<file path="config.mk">
export PLATFORM = sky130hd
export DESIGN_NAME = positional_list_engine
export DESIGN_NICKNAME = d
export VERILOG_FILES = /design/src/hw/rtl/ple_pkg.sv /design/src/hw/rtl/ple_ram.sv /design/src/hw/rtl/positional_list_engine.sv
export SDC_FILE = /design/constraint.sdc
export NUM_CORES = 2
export LEC_CHECK = 0
export BUFFER_PORTS_ARGS = -buffer_cell sky130_fd_sc_hd__buf_4
export CAP_MARGIN = 15
export CORE_MARGIN = 10
export CORE_UTILIZATION = 35
export DETAILED_ROUTE_END_ITERATION = 8
export GPL_TIMING_DRIVEN = 0
export SLEW_MARGIN = 20
export SYNTH_ARGS = -nofsm -noshare
export SYNTH_HDL_FRONTEND = slang
export SYNTH_SLANG_ARGS = --single-unit
</file>
<file path="constraint.sdc">
create_clock -name clk -period 9.68 [get_ports clk]
set_input_delay 0.484 -clock clk [delete_from_list [all_inputs] [get_ports clk]]
set_output_delay 0.484 -clock clk [all_outputs]
set_load 0.05 [all_outputs]
</file>
<file path="src/hw/rtl/ple_pkg.sv">
// ----------------------------------------------------------------------------
// ple_pkg
// shared constants and codes for the positional list engine
// ----------------------------------------------------------------------------
`default_nettype none

package ple_pkg;

  localparam int CAPACITY = 64;
  localparam int ADDR_W   = $clog2(CAPACITY);
  localparam int CNT_W    = $clog2(CAPACITY + 1);
  localparam int POS_W    = 7;
  localparam int CMP_W    = (CNT_W > POS_W) ? CNT_W : POS_W;
  localparam int DATA_W   = 32;

  typedef enum logic [1:0] {
    KIND_INSERT = 2'd0,
    KIND_DELETE = 2'd1,
    KIND_FIND   = 2'd2,
    KIND_CLEAR  = 2'd3
  } kind_t;

  typedef enum logic [1:0] {
    STAT_OK        = 2'd0,
    STAT_FULL      = 2'd1,
    STAT_BEYOND    = 2'd2,
    STAT_NOT_FOUND = 2'd3
  } status_t;

  typedef enum logic [2:0] {
    ST_IDLE   = 3'b001,
    ST_SCAN   = 3'b010,
    ST_FINISH = 3'b100
  } state_t;

endpackage

`default_nettype wire

</file>
<file path="src/hw/rtl/ple_ram.sv">
// ----------------------------------------------------------------------------
// ple_ram
// generic simple dual-port ram, one write port, one registered read port
// ----------------------------------------------------------------------------
`default_nettype none

module ple_ram #(
  parameter int WIDTH = 32,
  parameter int DEPTH = 64
) (
  input  wire logic                     clk,
  input  wire logic                     wr_en,
  input  wire logic [$clog2(DEPTH)-1:0] wr_addr,
  input  wire logic [WIDTH-1:0]         wr_data,
  input  wire logic [$clog2(DEPTH)-1:0] rd_addr,
  output logic      [WIDTH-1:0]         rd_data
);

  logic [WIDTH-1:0] mem [DEPTH];

  always_ff @(posedge clk) begin
    if (wr_en) begin
      mem[wr_addr] <= wr_data;
    end
    rd_data <= mem[rd_addr];
  end

endmodule

`default_nettype wire

</file>
<file path="src/hw/rtl/positional_list_engine.sv">
// ----------------------------------------------------------------------------
// positional_list_engine
// ordered list of signed q16.16 words with insert, delete, find and clear
// ----------------------------------------------------------------------------
// Each input word is one list operation. Insert, delete and find walk the
// stored elements one per cycle through the single read port of the list
// memory, shifting elements and tracking the minimum and maximum on the way;
// clear skips the walk. One item is worked on at a time: the next word is
// taken only once the result word of the last has been registered, and a
// new word can be accepted while the previous result word still waits.
// ----------------------------------------------------------------------------
`default_nettype none

module positional_list_engine (
  input  wire logic                       clk,
  input  wire logic                       rst,
  input  wire logic                       in_valid,
  output logic                            in_ready,
  input  wire logic [1:0]                 kind,
  input  wire logic signed [31:0]         value,
  input  wire logic [ple_pkg::POS_W-1:0]  position,
  output logic                            out_valid,
  input  wire logic                       out_ready,
  output logic [1:0]                      status,
  output logic                            found,
  output logic [5:0]                      found_index,
  output logic [6:0]                      count,
  output logic                            empty_res,
  output logic signed [31:0]              min_value,
  output logic signed [31:0]              max_value
);

  import ple_pkg::*;

  state_t             state;
  logic [CNT_W-1:0]   elem_count;
  kind_t              kind_r;
  logic signed [31:0] val_r;
  logic [CMP_W-1:0]   pos_r;
  logic               op_ok;
  status_t            status_r;
  logic               found_r;
  logic [ADDR_W-1:0]  fidx_r;
  logic               have;
  logic signed [31:0] lo;
  logic signed [31:0] hi;
  logic [ADDR_W-1:0]  rd_idx;
  logic [CNT_W-1:0]   rd_left;
  logic               d_vld;
  logic [ADDR_W-1:0]  d_idx;

  logic               wr_en;
  logic [ADDR_W-1:0]  wr_addr;
  logic [DATA_W-1:0]  wr_data;
  logic [DATA_W-1:0]  rd_data;
  logic signed [31:0] rd_val;

  logic               ins_ok;
  logic               del_ok;
  logic               scan_done;
  logic               excl;
  logic               fin_fire;
  logic [CMP_W-1:0]   pos_in;
  logic [CMP_W-1:0]   cnt_c;
  logic [CMP_W-1:0]   d_idx_c;
  logic [CNT_W-1:0]   last_idx;

  ple_ram #(
    .WIDTH(DATA_W),
    .DEPTH(CAPACITY)
  ) u_store (
    .clk    (clk),
    .wr_en  (wr_en),
    .wr_addr(wr_addr),
    .wr_data(wr_data),
    .rd_addr(rd_idx),
    .rd_data(rd_data)
  );

  assign in_ready  = (state == ST_IDLE);
  assign rd_val    = $signed(rd_data);
  assign ins_ok    = (kind_r == KIND_INSERT) && op_ok;
  assign del_ok    = (kind_r == KIND_DELETE) && op_ok;
  assign scan_done = (rd_left == '0) && !d_vld;
  assign fin_fire  = (state == ST_FINISH) && (!out_valid || out_ready);
  assign pos_in    = CMP_W'(position);
  assign cnt_c     = CMP_W'(elem_count);
  assign d_idx_c   = CMP_W'(d_idx);
  assign excl      = del_ok && (d_idx_c == pos_r);
  assign last_idx  = elem_count - CNT_W'(1);

  // shift writes during the walk, new element written after it
  always_comb begin
    wr_en   = 1'b0;
    wr_addr = d_idx;
    wr_data = rd_data;
    if (state == ST_SCAN) begin
      if (d_vld) begin
        if (ins_ok && d_idx_c >= pos_r) begin
          wr_en   = 1'b1;
          wr_addr = d_idx + ADDR_W'(1);
        end else if (del_ok && d_idx_c > pos_r) begin
          wr_en   = 1'b1;
          wr_addr = d_idx - ADDR_W'(1);
        end
      end else if (scan_done && ins_ok) begin
        wr_en   = 1'b1;
        wr_addr = pos_r[ADDR_W-1:0];
        wr_data = val_r;
      end
    end
  end

  always_ff @(posedge clk) begin
    if (rst) begin
      state      <= ST_IDLE;
      elem_count <= '0;
      out_valid  <= 1'b0;
      d_vld      <= 1'b0;
      rd_left    <= '0;
    end else begin
      if (fin_fire) begin
        out_valid <= 1'b1;
      end else if (out_ready) begin
        out_valid <= 1'b0;
      end
      case (state)
        ST_IDLE: begin
          if (in_valid) begin
            kind_r  <= kind_t'(kind);
            val_r   <= value;
            found_r <= 1'b0;
            fidx_r  <= '0;
            d_vld   <= 1'b0;
            lo      <= value;
            hi      <= value;
            pos_r   <= (kind_t'(kind) == KIND_INSERT && pos_in > cnt_c) ? cnt_c : pos_in;
            case (kind_t'(kind))
              KIND_INSERT: begin
                state   <= ST_SCAN;
                rd_idx  <= last_idx[ADDR_W-1:0];
                rd_left <= elem_count;
                if (elem_count >= CNT_W'(CAPACITY)) begin
                  status_r <= STAT_FULL;
                  op_ok    <= 1'b0;
                  have     <= 1'b0;
                end else begin
                  status_r <= STAT_OK;
                  op_ok    <= 1'b1;
                  have     <= 1'b1;
                end
              end
              KIND_DELETE: begin
                state   <= ST_SCAN;
                rd_idx  <= '0;
                rd_left <= elem_count;
                have    <= 1'b0;
                if (pos_in >= cnt_c) begin
                  status_r <= STAT_BEYOND;
                  op_ok    <= 1'b0;
                end else begin
                  status_r <= STAT_OK;
                  op_ok    <= 1'b1;
                end
              end
              KIND_FIND: begin
                state    <= ST_SCAN;
                rd_idx   <= '0;
                rd_left  <= elem_count;
                status_r <= STAT_NOT_FOUND;
                op_ok    <= 1'b0;
                have     <= 1'b0;
              end
              default: begin
                state      <= ST_FINISH;
                rd_idx     <= '0;
                rd_left    <= '0;
                status_r   <= STAT_OK;
                op_ok      <= 1'b0;
                have       <= 1'b0;
                elem_count <= '0;
              end
            endcase
          end
        end
        ST_SCAN: begin
          if (rd_left != '0) begin
            d_vld   <= 1'b1;
            d_idx   <= rd_idx;
            rd_left <= rd_left - CNT_W'(1);
            if (kind_r == KIND_INSERT) begin
              rd_idx <= rd_idx - ADDR_W'(1);
            end else begin
              rd_idx <= rd_idx + ADDR_W'(1);
            end
          end else begin
            d_vld <= 1'b0;
          end
          if (d_vld) begin
            if (!excl) begin
              have <= 1'b1;
              if (!have || rd_val < lo) begin
                lo <= rd_val;
              end
              if (!have || rd_val > hi) begin
                hi <= rd_val;
              end
            end
            if (kind_r == KIND_FIND && !found_r && rd_val == val_r) begin
              found_r  <= 1'b1;
              fidx_r   <= d_idx;
              status_r <= STAT_OK;
            end
          end
          if (scan_done) begin
            if (ins_ok) begin
              elem_count <= elem_count + CNT_W'(1);
            end else if (del_ok) begin
              elem_count <= elem_count - CNT_W'(1);
            end
            state <= ST_FINISH;
          end
        end
        ST_FINISH: begin
          if (fin_fire) begin
            status      <= status_r;
            found       <= found_r;
            found_index <= 6'(fidx_r);
            count       <= 7'(elem_count);
            empty_res   <= (elem_count == '0);
            min_value   <= have ? lo : 32'sd0;
            max_value   <= have ? hi : 32'sd0;
            state       <= ST_IDLE;
          end
        end
        default: begin
          state <= ST_IDLE;
        end
      endcase
    end
  end

  a_count_range: assert property (@(posedge clk) disable iff (rst)
    elem_count <= CNT_W'(CAPACITY))
    else $error("element count beyond capacity");

  a_wr_in_list: assert property (@(posedge clk) disable iff (rst)
    wr_en |-> (CNT_W'(wr_addr) <= elem_count))
    else $error("list write outside stored range");

  a_empty_minmax: assert property (@(posedge clk) disable iff (rst)
    out_valid && empty_res |-> (min_value == 32'sd0) && (max_value == 32'sd0))
    else $error("empty list reports nonzero min or max");

  a_found_ok: assert property (@(posedge clk) disable iff (rst)
    out_valid && found |-> (status == STAT_OK))
    else $error("found flag with failing status");

endmodule

`default_nettype wire

</file>
==> results_dict.tcl <==
set metrics [dict create \
    syn_inst 4066 \
    post-dp-hpwl_mm 183 \
    htreeDepth 4 \
    fp-row-count 186 \
    relSlewSlack_pct 18.1 \
    vias_per_cell 5.47 \
    dieArea_sq_um 279000 \
    critPathBufInv 3 \
    synth_warnings 0 \
    yosysTopAreaCell "edfxtp_1" \
    netlist_top_cells_count "edfxtp_1, mux4_2, nand2_1" \
    skew_ns 0.0453 \
    finalHoldViolCount 0 \
    setup_viol 0 \
    crit_slowest_cell "nor3_2" \
    drive_gt1_share_pct 33.5 \
    power_density_nw_per_um2 205 \
    end_kind "register" \
    crit_top_cell "buf_4" \
    vias 45894 \
    cts.sinks 2308 \
    core_area_sq_um 257000 \
    syn-num-nets 4198 \
    peakVddDrop_v 0.000179 \
    ctsResizeCount 0 \
    rsz0062_at_grt "no" \
    pin_count 128 \
    filler_cell_count 22041 \
    period_share_pct 52.8 \
    die_h_microns 528 \
    cts_setup_buffers 0 \
    synth_ff_type "edfxtp_1" \
    drv_slew 0 \
    cpLargestDelayFamily "simple AND/OR/NAND/NOR gates" \
    p_leak_nw 34.8 \
    ff2ff_setup_slack_ns 4.56 \
    criticalPathCategory "register to register" \
    globalplace.congestion 0.839 \
    synth.distinct_cells 68 \
    start_util_pct 35.2 \
    grt_max_degree 65 \
    status "finished clean" \
    tightest_slew_ns 1.23 \
    cts-root-buf "clkbuf_16" \
    syn_area_per_cell_sq_um 22.3 \
    yosysSeqAreaShare_pct 76.0 \
    syn-cell-area_sq_um 90500 \
    routed_wirelength_mm 256 \
    ys_ff_latch 2308 \
    drc_errors 0 \
    antenna_found_initial 19 \
    async_reset_ff_share_pct 0 \
    io_buffers 127 \
    grt_pass1_wl_mm 357 \
    fmax_mhz 195 \
    first_global_vias 46061 \
    ant_nets 0 \
    clk_latency_ns 0.90 \
    final_util_pct 41.8 \
    syn_to_final_growth_pct 18.7 \
    synth_top_area_share_pct 74.9 \
    path_cells "ha_1 -> a211oi_1 -> nor3_1 -> a221oi_1 -> a31oi_1 -> o211ai_1 -> nand3b_1 -> nor3_2 -> buf_6 -> buf_4 -> buf_4" \
    hold_class "input pin to register" \
    max_stage_delay_ns 0.81 \
    dieWidth_microns 528 \
    yosys-top-cells-area "edfxtp_1, mux4_2, ha_1" \
    max_cap_violations 0 \
    gr-total-overflow 0 \
    cp_data_required_time_ns 10.25 \
    grt_use_total_pct 17.9 \
    setup_tns_ns 0 \
    synth_edf_count 2257 \
    cts_buffer_depth 3 \
    cts_inserted_buffers 227 \
    wl_per_cell_microns 30.5 \
    min_period_ns 5.12 \
    cp-start-kind "register" \
    crit_arrival_ns 5.69 \
    synth_most_common_cell "edfxtp_1" \
    cts_tree "yes" \
    nNetsFinal 4944 \
    clk_pin_slew_ns 0.06 \
    drt_iter0_markers 6059 \
    path_max_fanout 8 \
    drt_pass1_iterations 5 \
]
cell usage in the layout (no fill, tap or decap), types with 51 or more instances in the layout:
cell type  count
buf_2         53
inv_1         91
clkbuf_16    229
edfxtp_1    2257
ha_1          86
buf_6         81
and2_1        72
buf_4        373
nor3_2        58
nand2_1      139
clkbuf_1     137
mux4_2       666
clkinv_1      62
dfxtp_1       51
logic make-up (layout without fill, tap and decap cells):
kind of cell / Yosys count / count (layout) / synth area share, %
AO/OA/AOI/OAI: 172 / 172 / 1.22
XOR/XNOR: 42 / 42 / 0.407
other: 0 / 3 / 0
flip-flops: 2308 / 2308 / 76.0
AND/OR/NAND/NOR: 442 / 442 / 2.53
buffers and inverters: 295 / 1239 / 1.36
multiplexers: 720 / 720 / 17.2
adder cells (fa/ha/maj): 87 / 87 / 1.21
power breakdown:
group	internal, mW	switching (mW)	leakage, nW
sequential	11.3	0.0834	20.8
clock	5.09	3.81	3.63
combinational	0.516	1.13	10.4
total	16.9	5.02	34.8
layout make-up:
type / count / area [sq um] / share of cell area, %
Antenna cell: 3 / 7.51 / 0.00699
Buffer: 203 / 923 / 0.860
Clock buffer: 269 / 5880 / 5.48
Clock inverter: 158 / 1630 / 1.52
Inverter: 92 / 345 / 0.322
Multi-Input combinational cell: 1463 / 20900 / 19.5
Sequential cell: 2308 / 68800 / 64.1
Tap cell: 3384 / 4230 / 3.94
Timing Repair Buffer: 517 / 4610 / 4.30
worst reg2reg max path, cell delays in order (launching register included):
cell and delay, ns:
edfxtp_1 0.52, ha_1 0.37, a211oi_1 0.27, nor3_1 0.12, a221oi_1 0.32, a31oi_1 0.12, o211ai_1 0.80, nand3b_1 0.77
nor3_2 0.81, buf_6 0.25, buf_4 0.22, buf_4 0.23
metal layers:
layer / track usage [%] / vias to the layer above / part of all wire [%]
met5: 0 / - / 0.016
met4: 6.51 / 6 / 4.0
met3: 4.25 / 459 / 9.9
met2: 28.8 / 2346 / 47
met1: 23.8 / 24452 / 39
li1: - / 18631 / -
flip-flops by register name, summed over array words and instances, names as in the netlist, 2 cells and up:
register,flops
lo,32
rd_idx,6
min_value,32
d_idx,6
status,2
max_value,32
found_index,6
status_r,2
pos_r,7
cnt_c,7
val_r,32
state,3
fidx_r,6
hi,32
rd_left,7
count,7
u_store.rd_data,32
kind_r,2
u_store.mem,2048
metrics by stage:
stage / power (mW) / instances / instance area [sq um] / hold WS (ns) / setup WS, ns
3_3_place_gp: 13.1 / 7577 / 95700 / 0.409 / 0.111
4_1_cts: 22.1 / 8394 / 107000 / 0.323 / 4.85
2_1_floorplan: 12.4 / 4066 / 90500 / 0.400 / 2.42
6_report: 22.0 / 8397 / 107000 / 0.365 / 4.56
3_5_place_dp: 13.2 / 7923 / 99400 / 0.411 / 4.88
5_1_grt: 22.5 / 8394 / 107000 / 0.363 / 4.54
worst paths after layout:
kind | start | to | depth (start not counted)
max | d_idx[4] | u_store.mem[23][21] | 11
min | kind[0] | kind_r[0] | 2
max reg2reg | d_idx[4] | u_store.mem[23][21] | 11
min reg2reg | cnt_c[4] | count[4] | 0
timing repair:
item | CTS | global route
setup endpoints to repair | 0 | 0
hold endpoints to repair | 110 | 0
hold buffers | 44 | 0
Power figures use the tool's default switching activity.
